### config.mk
export PLATFORM = sky130hd
export DESIGN_NAME = can_driver_presence_interlock_core
export DESIGN_NICKNAME = d
export VERILOG_FILES = /design/src/rtl/core/cdpi_pkg.sv /design/src/rtl/core/can_driver_presence_interlock_core.sv /design/src/rtl/core/cdpi_cfg_regs.sv /design/src/rtl/core/cdpi_signal_state.sv /design/src/rtl/core/cdpi_judge.sv
export SDC_FILE = /design/constraint.sdc
export NUM_CORES = 1
export LEC_CHECK = 0
export BUFFER_PORTS_ARGS = -buffer_cell sky130_fd_sc_hd__buf_2
export CAP_MARGIN = 20
export CORE_MARGIN = 4
export CORE_UTILIZATION = 46
export DETAILED_ROUTE_END_ITERATION = 16
export GPL_TIMING_DRIVEN = 0
export PLACE_DENSITY_LB_ADDON = 0.08
export SKIP_CTS_REPAIR_TIMING = 1
export SYNTH_ARGS = -nofsm -noshare
export SYNTH_HDL_FRONTEND = slang
export SYNTH_SLANG_ARGS = --single-unit
### constraint.sdc
create_clock -name clk -period 7.48 [get_ports clk]
set_input_delay 0.374 -clock clk [delete_from_list [all_inputs] [get_ports clk]]
set_output_delay 0.374 -clock clk [all_outputs]
set_load 0.02 [all_outputs]
### src/rtl/core/cdpi_pkg.sv
package cdpi_pkg;

  localparam int TIME_BITS_DEFAULT = 32;

  localparam int CFG_IDX_W  = 3;
  localparam int CFG_DATA_W = 16;

  // configuration register indexes
  localparam logic [CFG_IDX_W-1:0] CFG_GEAR_FRAME_ID    = 3'd0;
  localparam logic [CFG_IDX_W-1:0] CFG_DRIVE_FRAME_ID   = 3'd1;
  localparam logic [CFG_IDX_W-1:0] CFG_WARNING_FRAME_ID = 3'd2;
  localparam logic [CFG_IDX_W-1:0] CFG_GEAR_CODE_DRIVE  = 3'd3;
  localparam logic [CFG_IDX_W-1:0] CFG_GEAR_CODE_REV    = 3'd4;
  localparam logic [CFG_IDX_W-1:0] CFG_FRESH_WINDOW     = 3'd5;

  // configuration reset values
  localparam logic [10:0] RST_GEAR_FRAME_ID    = 11'd280;
  localparam logic [10:0] RST_DRIVE_FRAME_ID   = 11'd646;
  localparam logic [10:0] RST_WARNING_FRAME_ID = 11'd785;
  localparam logic [2:0]  RST_GEAR_CODE_DRIVE  = 3'd4;
  localparam logic [2:0]  RST_GEAR_CODE_REV    = 3'd2;
  localparam logic [15:0] RST_FRESH_WINDOW     = 16'd1000;

  // frame length must exceed these to carry the given byte
  localparam logic [3:0] LEN_HAS_BYTE1 = 4'd1;
  localparam logic [3:0] LEN_HAS_BYTE2 = 4'd2;
  localparam logic [3:0] LEN_HAS_BYTE3 = 4'd3;

  localparam logic CMD_OBSERVE = 1'b0;

  // verdict codes: codes 1 to 8 in priority order, OK when none of them applies
  localparam logic [3:0] VERDICT_OK          = 4'd0;
  localparam logic [3:0] VERDICT_UPDATE      = 4'd1;
  localparam logic [3:0] VERDICT_BUS_QUIET   = 4'd2;
  localparam logic [3:0] VERDICT_NO_GEAR     = 4'd3;
  localparam logic [3:0] VERDICT_GEAR_STALE  = 4'd4;
  localparam logic [3:0] VERDICT_NOT_DR      = 4'd5;
  localparam logic [3:0] VERDICT_NO_BELT     = 4'd6;
  localparam logic [3:0] VERDICT_BELT_STALE  = 4'd7;
  localparam logic [3:0] VERDICT_UNLATCHED   = 4'd8;

  typedef struct packed {
    logic        cmd;
    logic [10:0] frame_id;
    logic [3:0]  frame_len;
    logic [7:0]  data_byte1;
    logic [7:0]  data_byte2;
    logic [7:0]  data_byte3;
    logic [31:0] now_ms;
    logic        update_in_progress;
    logic        bus_quiet;
    logic        assist_enabled;
    logic        mode_active;
  } cdpi_in_t;

  typedef struct packed {
    logic [3:0] verdict;
    logic       supervised;
    logic       allows;
    logic       floor_autonomous;
    logic [2:0] gear_now;
    logic [2:0] cruise_now;
    logic       belt_latched;
    logic       left_blink;
    logic       right_blink;
    logic       door_open;
  } cdpi_out_t;

  typedef struct packed {
    logic [10:0] gear_frame_id;
    logic [10:0] drive_state_frame_id;
    logic [10:0] warning_frame_id;
    logic [2:0]  gear_code_drive;
    logic [2:0]  gear_code_reverse;
    logic [15:0] fresh_window_ms;
  } cdpi_cfg_t;

  // decoded signal state, without the time stamps
  typedef struct packed {
    logic [2:0] gear;
    logic       gear_valid;
    logic [2:0] cruise;
    logic       belt;
    logic       belt_valid;
    logic [2:0] blink_door;  // bit0 left, bit1 right, bit2 door
  } cdpi_sig_t;

endpackage

### src/rtl/core/can_driver_presence_interlock_core.sv
// Driver-presence interlock: each input beat carries either a CAN frame to
// observe (gear, cruise state and warning frames, matched by configured
// identifier and length) or a plain evaluation request, plus the current
// millisecond time. Every input beat yields exactly one result beat with a
// prioritized verdict, the supervised and allow flags, the floor mode and the
// last decoded signals. One beat is accepted per cycle unless out_ready stalls
// a full result register while the input register is full; a beat goes from the
// input register through the decode, age compares and priority chain into the
// result register. Stamps and ages are TIME_BITS wide and wrap modulo 2^TIME_BITS.
// The user is to write configuration through the cfg port only while the block is idle; the block does not enforce it.
module can_driver_presence_interlock_core
  import cdpi_pkg::*;
#(
  parameter int TIME_BITS = TIME_BITS_DEFAULT
) (
  input  logic                  clk,
  input  logic                  rst_n,
  input  logic                  in_valid,
  output logic                  in_ready,
  input  cdpi_in_t              in_data,
  output logic                  out_valid,
  input  logic                  out_ready,
  output cdpi_out_t             out_data,
  input  logic                  cfg_valid,
  output logic                  cfg_ready,
  input  logic [CFG_IDX_W-1:0]  cfg_index,
  input  logic [CFG_DATA_W-1:0] cfg_data
);

  logic                 s1_valid_r;
  cdpi_in_t             s1_data_r;
  logic                 out_valid_r;
  cdpi_out_t            out_data_r;

  logic                 out_free, advance;
  logic [TIME_BITS-1:0] now_t;
  cdpi_cfg_t            cfg;
  cdpi_sig_t            sig_nxt;
  logic [TIME_BITS-1:0] gear_time_nxt, belt_time_nxt;
  cdpi_out_t            res;

  assign out_free  = !out_valid_r || out_ready;
  assign advance   = s1_valid_r && out_free;
  assign in_ready  = !s1_valid_r || out_free;
  assign out_valid = out_valid_r;
  assign out_data  = out_data_r;
  assign now_t     = TIME_BITS'(s1_data_r.now_ms);

  always_ff @(posedge clk) begin
    if (!rst_n) begin
      s1_valid_r <= 1'b0;
    end else if (in_ready) begin
      s1_valid_r <= in_valid;
    end
  end

  always_ff @(posedge clk) begin
    if (in_valid && in_ready) begin
      s1_data_r <= in_data;
    end
  end

  always_ff @(posedge clk) begin
    if (!rst_n) begin
      out_valid_r <= 1'b0;
    end else if (out_free) begin
      out_valid_r <= s1_valid_r;
    end
  end

  always_ff @(posedge clk) begin
    if (advance) begin
      out_data_r <= res;
    end
  end

  cdpi_cfg_regs u_cfg (
    .clk       (clk),
    .rst_n     (rst_n),
    .cfg_valid (cfg_valid),
    .cfg_ready (cfg_ready),
    .cfg_index (cfg_index),
    .cfg_data  (cfg_data),
    .cfg       (cfg)
  );

  cdpi_signal_state #(.TIME_BITS(TIME_BITS)) u_state (
    .clk           (clk),
    .rst_n         (rst_n),
    .item          (s1_data_r),
    .advance       (advance),
    .cfg           (cfg),
    .now_t         (now_t),
    .sig_nxt       (sig_nxt),
    .gear_time_nxt (gear_time_nxt),
    .belt_time_nxt (belt_time_nxt)
  );

  cdpi_judge #(.TIME_BITS(TIME_BITS)) u_judge (
    .item      (s1_data_r),
    .cfg       (cfg),
    .sig       (sig_nxt),
    .gear_time (gear_time_nxt),
    .belt_time (belt_time_nxt),
    .now_t     (now_t),
    .res       (res)
  );

  // a beat leaving the input register always lands in the result register
  a_advance_fills_out: assert property (@(posedge clk) disable iff (!rst_n)
    advance |=> out_valid_r)
    else $error("input register moved without filling result register");

  // an empty input register never blocks the input side
  a_empty_ready: assert property (@(posedge clk) disable iff (!rst_n)
    !s1_valid_r |-> in_ready)
    else $error("input stalled with empty input register");

  a_supervised_ok: assert property (@(posedge clk) disable iff (!rst_n)
    out_valid_r |-> (out_data_r.supervised == (out_data_r.verdict == VERDICT_OK)))
    else $error("supervised flag disagrees with verdict");

  a_allows_implies: assert property (@(posedge clk) disable iff (!rst_n)
    out_valid_r && out_data_r.allows |->
      out_data_r.supervised && out_data_r.floor_autonomous)
    else $error("allow flag set without supervision or enable");

  a_verdict_range: assert property (@(posedge clk) disable iff (!rst_n)
    out_valid_r |-> out_data_r.verdict <= VERDICT_UNLATCHED)
    else $error("verdict code out of range");

endmodule

### src/rtl/core/cdpi_cfg_regs.sv
module cdpi_cfg_regs
  import cdpi_pkg::*;
(
  input  logic                  clk,
  input  logic                  rst_n,
  input  logic                  cfg_valid,
  output logic                  cfg_ready,
  input  logic [CFG_IDX_W-1:0]  cfg_index,
  input  logic [CFG_DATA_W-1:0] cfg_data,
  output cdpi_cfg_t             cfg
);

  cdpi_cfg_t cfg_r;
  logic      wr_en;

  assign cfg_ready = 1'b1;
  assign wr_en     = cfg_valid && cfg_ready;
  assign cfg       = cfg_r;

  always_ff @(posedge clk) begin
    if (!rst_n) begin
      cfg_r.gear_frame_id        <= RST_GEAR_FRAME_ID;
      cfg_r.drive_state_frame_id <= RST_DRIVE_FRAME_ID;
      cfg_r.warning_frame_id     <= RST_WARNING_FRAME_ID;
      cfg_r.gear_code_drive      <= RST_GEAR_CODE_DRIVE;
      cfg_r.gear_code_reverse    <= RST_GEAR_CODE_REV;
      cfg_r.fresh_window_ms      <= RST_FRESH_WINDOW;
    end else if (wr_en) begin
      case (cfg_index)
        CFG_GEAR_FRAME_ID:    cfg_r.gear_frame_id        <= cfg_data[10:0];
        CFG_DRIVE_FRAME_ID:   cfg_r.drive_state_frame_id <= cfg_data[10:0];
        CFG_WARNING_FRAME_ID: cfg_r.warning_frame_id     <= cfg_data[10:0];
        CFG_GEAR_CODE_DRIVE:  cfg_r.gear_code_drive      <= cfg_data[2:0];
        CFG_GEAR_CODE_REV:    cfg_r.gear_code_reverse    <= cfg_data[2:0];
        CFG_FRESH_WINDOW:     cfg_r.fresh_window_ms      <= cfg_data;
        default: ;
      endcase
    end
  end

endmodule

### src/rtl/core/cdpi_signal_state.sv
module cdpi_signal_state
  import cdpi_pkg::*;
#(
  parameter int TIME_BITS = TIME_BITS_DEFAULT
) (
  input  logic                 clk,
  input  logic                 rst_n,
  input  cdpi_in_t             item,
  input  logic                 advance,
  input  cdpi_cfg_t            cfg,
  input  logic [TIME_BITS-1:0] now_t,
  output cdpi_sig_t            sig_nxt,
  output logic [TIME_BITS-1:0] gear_time_nxt,
  output logic [TIME_BITS-1:0] belt_time_nxt
);

  cdpi_sig_t            sig_r;
  logic [TIME_BITS-1:0] gear_time_r;
  logic [TIME_BITS-1:0] belt_time_r;

  logic observe;
  logic hit_gear, hit_drive, hit_warn;

  assign observe   = item.cmd == CMD_OBSERVE;
  assign hit_gear  = observe && item.frame_id == cfg.gear_frame_id
                     && item.frame_len > LEN_HAS_BYTE2;
  assign hit_drive = observe && item.frame_id == cfg.drive_state_frame_id
                     && item.frame_len > LEN_HAS_BYTE1;
  assign hit_warn  = observe && item.frame_id == cfg.warning_frame_id
                     && item.frame_len > LEN_HAS_BYTE1;

  always_comb begin
    sig_nxt       = sig_r;
    gear_time_nxt = gear_time_r;
    belt_time_nxt = belt_time_r;
    if (hit_gear) begin
      sig_nxt.gear       = item.data_byte2[7:5];
      sig_nxt.gear_valid = 1'b1;
      gear_time_nxt      = now_t;
    end
    if (hit_drive) begin
      sig_nxt.cruise = item.data_byte1[6:4];
    end
    if (hit_warn) begin
      sig_nxt.belt       = item.data_byte1[5];
      sig_nxt.belt_valid = 1'b1;
      belt_time_nxt      = now_t;
      // blinkers and door only when the frame carries their bytes
      if (item.frame_len > LEN_HAS_BYTE2) begin
        sig_nxt.blink_door[0] = item.data_byte2[6];
        sig_nxt.blink_door[1] = item.data_byte2[7];
      end
      if (item.frame_len > LEN_HAS_BYTE3) begin
        sig_nxt.blink_door[2] = item.data_byte3[4];
      end
    end
  end

  always_ff @(posedge clk) begin
    if (!rst_n) begin
      sig_r       <= '0;
      gear_time_r <= '0;
      belt_time_r <= '0;
    end else if (advance) begin
      sig_r       <= sig_nxt;
      gear_time_r <= gear_time_nxt;
      belt_time_r <= belt_time_nxt;
    end
  end

endmodule

### src/rtl/core/cdpi_judge.sv
module cdpi_judge
  import cdpi_pkg::*;
#(
  parameter int TIME_BITS = TIME_BITS_DEFAULT
) (
  input  cdpi_in_t             item,
  input  cdpi_cfg_t            cfg,
  input  cdpi_sig_t            sig,
  input  logic [TIME_BITS-1:0] gear_time,
  input  logic [TIME_BITS-1:0] belt_time,
  input  logic [TIME_BITS-1:0] now_t,
  output cdpi_out_t            res
);

  logic [TIME_BITS-1:0] window;
  logic [TIME_BITS-1:0] gear_age, belt_age;
  logic                 gear_old, belt_old, gear_dr;
  logic [3:0]           verdict;
  logic                 sup;

  // wrap-safe ages: modular difference against the window
  assign window   = TIME_BITS'(cfg.fresh_window_ms);
  assign gear_age = now_t - gear_time;
  assign belt_age = now_t - belt_time;
  assign gear_old = gear_age >= window;
  assign belt_old = belt_age >= window;
  assign gear_dr  = sig.gear == cfg.gear_code_drive
                    || sig.gear == cfg.gear_code_reverse;

  always_comb begin
    if (item.update_in_progress)  verdict = VERDICT_UPDATE;
    else if (item.bus_quiet)      verdict = VERDICT_BUS_QUIET;
    else if (!sig.gear_valid)     verdict = VERDICT_NO_GEAR;
    else if (gear_old)            verdict = VERDICT_GEAR_STALE;
    else if (!gear_dr)            verdict = VERDICT_NOT_DR;
    else if (!sig.belt_valid)     verdict = VERDICT_NO_BELT;
    else if (belt_old)            verdict = VERDICT_BELT_STALE;
    else if (!sig.belt)           verdict = VERDICT_UNLATCHED;
    else                          verdict = VERDICT_OK;
  end

  assign sup = verdict == VERDICT_OK;

  always_comb begin
    res.verdict          = verdict;
    res.supervised       = sup;
    res.allows           = item.assist_enabled && item.mode_active && sup;
    res.floor_autonomous = item.assist_enabled;
    res.gear_now         = sig.gear;
    res.cruise_now       = sig.cruise;
    res.belt_latched     = sig.belt;
    res.left_blink       = sig.blink_door[0];
    res.right_blink      = sig.blink_door[1];
    res.door_open        = sig.blink_door[2];
  end

endmodule
==> results of run 1 <==
-- power by group through the flow --
| stage | logic [mW] | registers (mW) | clock network [mW] |
|---|---|---|---|
| floorplan | 0.246 | 1.27 | 0 |
| global placement | 0.360 | 1.28 | 0 |
| detailed placement | 0.363 | 1.27 | 0 |
| CTS | 0.366 | 1.25 | 1.32 |
| global route | 0.433 | 1.25 | 1.37 |
| finish | 0.390 | 1.25 | 1.29 |
-- placed cells by master, fill, tap and decap left out, types with 30 or more instances in the layout --
master and count:
dfxtp_1 133, xor2_1 33, dlygate4sd3_1 48, nand3_1 30
clkbuf_1 61, o21ai_0 42, inv_1 41, ha_1 91
mux2i_1 66, nor2_1 75, buf_2 101, nor3_1 30
a21boi_0 104, edfxtp_1 76, nand2_1 271, a21oi_1 72
xnor2_1 42
-- layer usage --
layer / share of wire [%] / track usage (%) / wire length (µm)
met2: 44 / 35.4 / 16000
met5: 0 / 0 / 0
met4: 2.1 / 5.13 / 765
met3: 5.0 / 3.40 / 1820
met1: 49 / 34.0 / 18000
-- layout make-up --
type / count / area share (%)
Buffer: 65 / 1.82
Clock buffer: 35 / 4.57
Clock inverter: 11 / 1.11
Inverter: 41 / 0.998
Multi-Input combinational cell: 1144 / 49.8
Sequential cell: 209 / 32.1
Tap cell: 378 / 3.07
Timing Repair Buffer: 153 / 6.60
-- state kept, by name, indices dropped and copies added (netlist names) --
| register | count |
|---|---|
| out_valid | 1 |
| u_state.belt_time_r | 32 |
| u_state.sig_r | 12 |
| now_t | 32 |
| u_cfg.cfg | 55 |
| s1_valid_r | 1 |
| u_state.gear_time_r | 32 |
| out_data | 17 |
| s1_data_r | 27 |
-- worst min path at each step --
stage	depth (start not counted)	start	slack [ns]	end
finish	1	in_data[7]	0.02	now_t[3]$_DFFE_PP_
global route	1	in_data[31]	0.002	now_t[27]$_DFFE_PP_
CTS	1	in_data[6]	-0.02	now_t[2]$_DFFE_PP_
detailed placement	0	s1_data_r[1]$_DFFE_PP_	0.45	out_data[10]$_DFFE_PP_
global placement	0	s1_data_r[1]$_DFFE_PP_	0.44	out_data[10]$_DFFE_PP_
floorplan	0	s1_data_r[1]$_DFFE_PP_	0.42	out_data[10]$_DFFE_PP_
-- logic make-up after synthesis --
family / count (synthesis) / share of synthesized area [%]
xor gates and xnor gates: 76 / 5.12
DFF: 209 / 38.0
muxes: 74 / 5.77
and+or+nand+nor: 529 / 18.9
adders and majority gates: 93 / 9.06
AOI/OAI and AO/OA: 371 / 20.0
other: 1 / 0.0288
buffers and inverters: 107 / 3.14
-- through the flow --
stage | setup WS, ns | instance area [µm²]
CTS | -1.77 | 14900
floorplan | 0.914 | 13000
global placement | -1.70 | 14000
finish | 0.308 | 15400
detailed placement | -1.73 | 14000
global route | -0.0173 | 15400
-- critical path: cells and delay by family (launching register included) --
kind / cells / cell delay, ns
compound gates: 12 / 2.30
xor+xnor: 2 / 0.46
fa+ha+maj: 2 / 0.65
buf+inv: 4 / 0.88
flops: 1 / 0.46
mux: 1 / 0.11
simple gates: 9 / 2.15
==> impl_metrics.csv, run 1 <==
group,metric,value,unit
outcome,status,"complete, no violations",
power,pwr-share-seq,42.7,%
layout,multi_input_area,7680,µm²
worst_setup_path,crit_start,"s1_data_r[70]$_DFFE_PP_",
worst_setup_path,reg2reg_to,"out_data[11]$_DFFE_PP_",
layout,layout-drive-gt1-share,11.2,%
synthesis,yosys.area.top_type,"dfxtp_1",
run,max-cap-violations,0,
synthesis,synth_commonest_cells,"nand2_1 (271), dfxtp_1 (133), a21boi_0 (104)",
timing,worst_pin_slew,0.964,ns
floorplan,ios,120,
drt,viasPerCell,5.41,
floorplan,die_x,176,µm
clock_tree,clkSlewWorstSetupHoldPaths,0.06,ns
power,vdd_drop_max,0.176,mV
timing,finalHoldViolCount,0,
synthesis,synth_area_leaders,"dfxtp_1 (20%), edfxtp_1 (18%), ha_1 (8.8%)",
synthesis,synth_seq_cells,209,
power,clock_power_share,44.1,%
layout,final_core_util,55.4,%
clock_tree,numCtsBuffers,25,
layout,nNetsFinal,1832,
timing,period_minus_slack,7.17,ns
worst_setup_path,end_kind,"flop",
global_route,grt_max_degree,60,
clock_tree,cts_buffer_depth,3,
worst_setup_path,reg2reg_slack,0.31,ns
power,power_frac_comb,13.3,%
drt,ant_nets,0,
floorplan,row_count,61,
layout,n_antenna_cell,0,
clock_tree,clockRootBuffer,"clkbuf_16",
worst_setup_path,slowest_delay,0.60,ns
synthesis,yosysTopAreaCellShare,20.5,%
clock_tree,clkLatencyLatePin,0.54,ns
timing,max-slew-margin-rel,35.5,%
global_route,gr-total-overflow,0,
timing,fin_setup_tns,0,ns
global_route,grt_pass1_wl,57300,µm
synthesis,seq_area_frac_synth,38.0,%
synthesis,synth_edf_count,76,
timing,drv_slew,0,
floorplan,start_util,46.7,%
layout,area_growth,18.6,%
power,p_sw_share,25.5,%
timing,holdWs,0.0180,ns
drt,drtPass1Iterations,5,
timing,finalSetupViolations,0,
clock_tree,clock_sinks,209,
drt,drt-initial-drc-count,635,
synthesis,syn_area_per_cell,8.91,µm²
synthesis,syn_area,13000,µm²
clock_tree,cts_tree,"yes",
worst_hold_path,hp-class,"primary input to flop",
synthesis,synth.net_count,1653,
synthesis,netlist_instances,1460,
timing,fmax,0.139,GHz
synthesis,synth_cell_types,80,
layout,stdcell_count,2036,
floorplan,die_height,176,µm
worst_setup_path,critical_path.max_fanout,10,
worst_setup_path,reg2reg_depth,30,
drt,routed_wirelength,36500,µm
global_route,grt_pass1_vias,10300,
worst_setup_path,worstPathArrival,7.58,ns
power,power,2.93,mW
floorplan,core_area,27900,µm²
worst_setup_path,worstSetupStartpointType,"flop",
worst_setup_path,critPathSlowestCell,"or4b_4",
synthesis,ys_warn_count,0,
placement,port_buffers,100,
power,p_int,2.18,mW
floorplan,die_area,31000,µm²
timing,fin_crit_sh,95.9,%
timing,finalClockSkew,0.0102,ns
worst_setup_path,path_class,"flop to flop",
synthesis,yosysMostFrequentCell,"nand2_1",
clock_tree,htreeDepth,1,
global_route,track_usage,22.9,%
synthesis,synth-async-reset-ratio,0,%
power,leakage,6.01,nW
placement,placed_cells,1938,
drt,post_drt_wl_per_cell,17.9,µm
power,p_switching,0.748,mW
layout,seq_area,4940,µm²
worst_setup_path,timing.rr.start,"s1_data_r[70]$_DFFE_PP_",
placement,dp_hpwl,27200,µm
drt,drc,0,
layout,fillers,2568,
placement,gp_congestion,0.946,
power,p_per_area,190,nW/µm²
drt,vias,11000,
worst_setup_path,cpMostUsedCell,"a21oi_1",
worst_setup_path,worstSetupEndpoint,"out_data[11]$_DFFE_PP_",
worst_setup_path,worstPathRequired,7.89,ns
synthesis,synth-main-ff-cell,"dfxtp_1",
global_route,antenna_found_initial,0,
(Power assumes the default switching activity.)
==> run 2, diff against run 1 <==
- BUFFER_PORTS_ARGS: -buffer_cell sky130_fd_sc_hd__buf_2 -> -buffer_cell sky130_fd_sc_hd__buf_4
==> impl_metrics.csv, run 2 (synthesis results as in run 1) <==
group,metric,value,unit
outcome,status,"complete, no violations",
worst_setup_path,worstPathRequired,7.88,ns
worst_setup_path,slowest_delay,0.60,ns
timing,finalSetupViolations,0,
layout,largest_reg_flops,55,
floorplan,die_area,31000,µm²
power,p_per_area,188,nW/µm²
worst_setup_path,reg2reg_slack,0.44,ns
layout,layout-drive-gt1-share,11.8,%
worst_setup_path,cpMostUsedCell,"a21oi_1",
drt,drtPass1Iterations,5,
timing,fmax,0.142,GHz
layout,layout_common_cells,"nand2_1 (271), dfxtp_1 (133), buf_4 (109), a21boi_0 (104), ha_1 (91)",
worst_setup_path,worstPathArrival,7.45,ns
placement,dp_hpwl,27900,µm
worst_setup_path,path_delay_family,"compound AO/OA/AOI/OAI gates",
timing,finalClockSkew,0.00911,ns
layout,fillers,2598,
global_route,grt_pass1_vias,10400,
timing,fin_setup_tns,0,ns
worst_setup_path,path_class,"flop to flop",
timing,drv_slew,0,
worst_setup_path,end_kind,"flop",
layout,nNetsFinal,1815,
timing,max-slew-margin-rel,38.9,%
floorplan,die_x,176,µm
drt,vias,11000,
layout,final_common_cell,"nand2_1",
placement,gp_congestion,0.918,
clock_tree,cts_buffer_depth,3,
clock_tree,clkSlewWorstSetupHoldPaths,0.06,ns
worst_setup_path,critPathBufInv,4,
placement,port_buffers,100,
layout,final_core_util,55.7,%
timing,worst_pin_slew,0.913,ns
floorplan,row_count,61,
layout,n_antenna_cell,0,
timing,period_minus_slack,7.04,ns
drt,routed_wirelength,36900,µm
global_route,gr-total-overflow,0,
drt,viasPerCell,5.45,
floorplan,ios,120,
worst_setup_path,worstSetupStartpointType,"flop",
global_route,track_usage,23.3,%
floorplan,start_util,46.7,%
worst_setup_path,critPathSlowestCell,"or4b_4",
worst_hold_path,hp-class,"primary input to flop",
timing,fin_crit_sh,94.2,%
clock_tree,htreeDepth,1,
floorplan,core_area,27900,µm²
layout,area_growth,19.3,%
drt,ant_nets,0,
power,vdd_drop_max,0.227,mV
power,leakage,6.03,nW
drt,drt-initial-drc-count,709,
clock_tree,clockRootBuffer,"clkbuf_16",
clock_tree,clkLatencyLatePin,0.54,ns
drt,drc,0,
clock_tree,clock_sinks,209,
run,max-cap-violations,0,
global_route,antenna_found_initial,0,
floorplan,die_height,176,µm
worst_setup_path,critical_path.max_fanout,10,
clock_tree,cts_tree,"yes",
timing,finalHoldViolCount,0,
clock_tree,numCtsBuffers,24,
drt,post_drt_wl_per_cell,18.3,µm
global_route,grt_pass1_wl,58000,µm
global_route,grt_max_degree,60,
## run 2: cell types whose count changed in the layout (fill, tap and decap cells not counted), sizes merged, moves of 2 or more
cell,delta
buf,+2
clkbuf,-3
clkinv,+2
dlygate4sd3,-18
## run 2: metal layers
metal | routed length, µm | track usage, % | vias to the layer above
met5 | 0 | 0 | -
met4 | 721 | 4.19 | 0
met3 | 1690 | 3.23 | 41
met2 | 16200 | 37.1 | 248
met1 | 18300 | 34.1 | 5140
li1 | - | - | 5564
## run 2: final timing paths
kind | start | end | cells past startpoint
setup reg to reg | s1_data_r[71]$_DFFE_PP_ | out_data[11]$_DFFE_PP_ | 30
hold reg to reg | u_state.belt_time_r[5]$_SDFFE_PN0P_ | u_state.belt_time_r[5]$_SDFFE_PN0P_ | 2
hold / removal | in_data[7] | now_t[3]$_DFFE_PP_ | 1
setup / recovery | s1_data_r[71]$_DFFE_PP_ | out_data[11]$_DFFE_PP_ | 30
## run 2: metrics by stage
step | instances | setup WS (ns) | hold slack (ns) | cell area (µm²) | power (mW)
after detailed placement | 1938 | -1.78 | 0.454 | 14200 | 1.65
final | 2018 | 0.436 | 0.0135 | 15500 | 2.92
after global routing | 2018 | -0.0101 | -0.00413 | 15500 | 3.04
after CTS | 1982 | -1.83 | -0.0105 | 15100 | 2.93
after global placement | 1938 | -1.78 | 0.445 | 14200 | 1.65
after floorplan | 1460 | 0.914 | 0.418 | 13000 | 1.52
## run 2: power breakdown
| group | internal, mW | switching [mW] |
|---|---|---|
| Clock | 0.771 | 0.500 |
| Combinational | 0.178 | 0.223 |
| Sequential | 1.22 | 0.0339 |
## run 2: cell type report
class / count / area [µm²] / area share, %
Tap cell: 378 / 473 / 3.05
Clock buffer: 32 / 703 / 4.53
Sequential cell: 209 / 4940 / 31.8
Inverter: 41 / 154 / 0.991
Buffer: 65 / 284 / 1.83
Timing Repair Buffer: 137 / 1100 / 7.11
Clock inverter: 12 / 169 / 1.09
Multi-Input combinational cell: 1144 / 7700 / 49.6
==> run 3, diff against run 2 <==
- CORE_UTILIZATION: 46 -> 40
==> impl_metrics.csv, run 3 (synthesis results as in run 1) <==
group,metric,value,unit
outcome,status,"complete, no violations",
power,pwr-share-seq,43.0,%
placement,placed_cells,1995,
global_route,grt_pass1_vias,10700,
run,max-cap-violations,0,
clock_tree,cts_buffer_depth,3,
global_route,antenna_found_initial,0,
timing,drv_slew,0,
layout,nNetsFinal,1843,
placement,gp_congestion,0.918,
clock_tree,htreeDepth,1,
floorplan,die_area,35500,µm²
power,p_per_area,184,nW/µm²
layout,layout_common_cells,"nand2_1 (271), dfxtp_1 (133), buf_4 (107), a21boi_0 (104), ha_1 (91)",
worst_setup_path,end_kind,"flop",
clock_tree,clockRootBuffer,"clkbuf_16",
clock_tree,clock_sinks,209,
placement,dp_hpwl,28700,µm
global_route,gr-total-overflow,0,
layout,multi_input_area,7680,µm²
power,power_frac_comb,14.2,%
drt,routed_wirelength,38000,µm
layout,seq_area,4940,µm²
global_route,grt_use_met2,32.1,%
drt,drtPass1Iterations,8,
floorplan,start_util,40.9,%
timing,finalClockSkew,0.0109,ns
timing,finalSetupViolations,0,
worst_setup_path,worstPathRequired,7.89,ns
drt,viasPerCell,5.32,
drt,ant_nets,0,
global_route,grt_pass1_wl,59100,µm
global_route,globalRouteMet1Util,30.0,%
drt,post_drt_wl_per_cell,18.1,µm
clock_tree,cts_tree,"yes",
layout,layout-drive-gt1-share,11.4,%
timing,holdWs,0.0698,ns
worst_setup_path,path_class,"flop to flop",
timing,period_minus_slack,7.18,ns
worst_setup_path,cpMostUsedCell,"a21oi_1",
placement,post_dp_cell_area,14300,µm²
timing,rsz0062_at_grt,"false",
timing,max-slew-margin-rel,36.7,%
timing,fmax,0.139,GHz
global_route,grt_busiest_layer,"met2",
layout,final_core_util,49.8,%
layout,fin_area,15800,µm²
drt,drt-initial-drc-count,601,
power,vdd_drop_max,0.180,mV
floorplan,core_area,31800,µm²
floorplan,die_height,188,µm
global_route,grt_max_degree,60,
layout,largest_reg_flops,55,
layout,fillers,3024,
timing,finalHoldViolCount,0,
timing,fin_crit_sh,96.1,%
worst_setup_path,worstPathArrival,7.59,ns
drt,vias,11200,
power,p_int,2.14,mW
floorplan,row_count,65,
layout,area_growth,21.6,%
layout,final_common_cell,"nand2_1",
clock_tree,clkSlewWorstSetupHoldPaths,0.06,ns
layout,n_antenna_cell,0,
global_route,use_met3,3.80,%
power,leakage,6.13,nW
power,p_sw_share,26.4,%
worst_hold_path,hp-class,"primary input to flop",
placement,port_buffers,100,
floorplan,die_x,188,µm
worst_setup_path,slowest_delay,0.61,ns
worst_setup_path,critical_path.max_fanout,10,
floorplan,ios,120,
layout,stdcell_count,2104,
global_route,track_usage,20.6,%
clock_tree,numCtsBuffers,25,
timing,worst_pin_slew,0.945,ns
drt,drc,0,
clock_tree,clkLatencyLatePin,0.55,ns
power,clock_power_share,42.8,%
worst_setup_path,critPathSlowestCell,"or4b_4",
worst_setup_path,worstSetupStartpointType,"flop",
power,p_switching,0.767,mW
[run 3: changes by cell type in the layout (fill, tap and decap cells not counted), moves of 2 or more]
cell and change:
dlygate4sd3_1 +29, buf_4 -2, clkbuf_8 +2, clkinv_2 +2
[run 3: layout make-up]
class                           count  area share, %
Multi-Input combinational cell   1144           48.6
Sequential cell                   209           31.3
Timing Repair Buffer              164           8.71
Clock buffer                       34           4.48
Tap cell                          435           3.44
Buffer                             65           1.77
Inverter                           41          0.973
Clock inverter                     12          0.799
[run 3: worst max-delay path: cells and delay by family (launching register included)]
family / cells / cell delay, ns
AO/OA/AOI/OAI: 12 / 2.41
AND/OR/NAND/NOR: 9 / 2.16
buffers and inverters: 4 / 0.89
adder cells (fa/ha/maj): 2 / 0.65
flip-flops: 1 / 0.48
XOR/XNOR: 2 / 0.33
multiplexers: 1 / 0.10
[run 3: through the flow]
| stage | setup slack [ns] | TNS (ns) | power, mW |
|---|---|---|---|
| after floorplan | 0.914 | 0 | 1.52 |
| after global placement | -2.13 | -12.32 | 1.66 |
| after detailed placement | -2.04 | -11.70 | 1.66 |
| after CTS | -2.10 | -12.02 | 2.92 |
| after global routing | 0.000256 | 0 | 3.04 |
| final | 0.295 | 0 | 2.91 |
[run 3: final timing paths]
path / startpoint / endpoint / slack (ns) / depth (start not counted)
max: s1_data_r[66]$_DFFE_PP_ / out_data[11]$_DFFE_PP_ / 0.30 / 30
min: in_valid / s1_valid_r$_SDFFE_PN0N_ / 0.07 / 3
max reg2reg: s1_data_r[66]$_DFFE_PP_ / out_data[11]$_DFFE_PP_ / 0.30 / 30
min reg2reg: u_state.belt_time_r[4]$_SDFFE_PN0P_ / u_state.belt_time_r[4]$_SDFFE_PN0P_ / 0.46 / 2
[run 3: metal layers]
layer / part of all wire [%] / routed length [µm] / up-vias
li1: - / - / 5611
met3: 5.0 / 1910 / 39
met4: 2.2 / 839 / 0
met2: 43 / 16300 / 256
met5: 0 / 0 / -
met1: 50 / 19000 / 5292
[run 3: power by group through the flow]
stage	Clock, mW	Combinational (mW)	Sequential, mW
2_1_floorplan	0	0.246	1.27
3_3_place_gp	0	0.378	1.28
3_5_place_dp	0	0.382	1.27
4_1_cts	1.28	0.384	1.25
5_1_grt	1.32	0.457	1.26
6_report	1.24	0.413	1.25
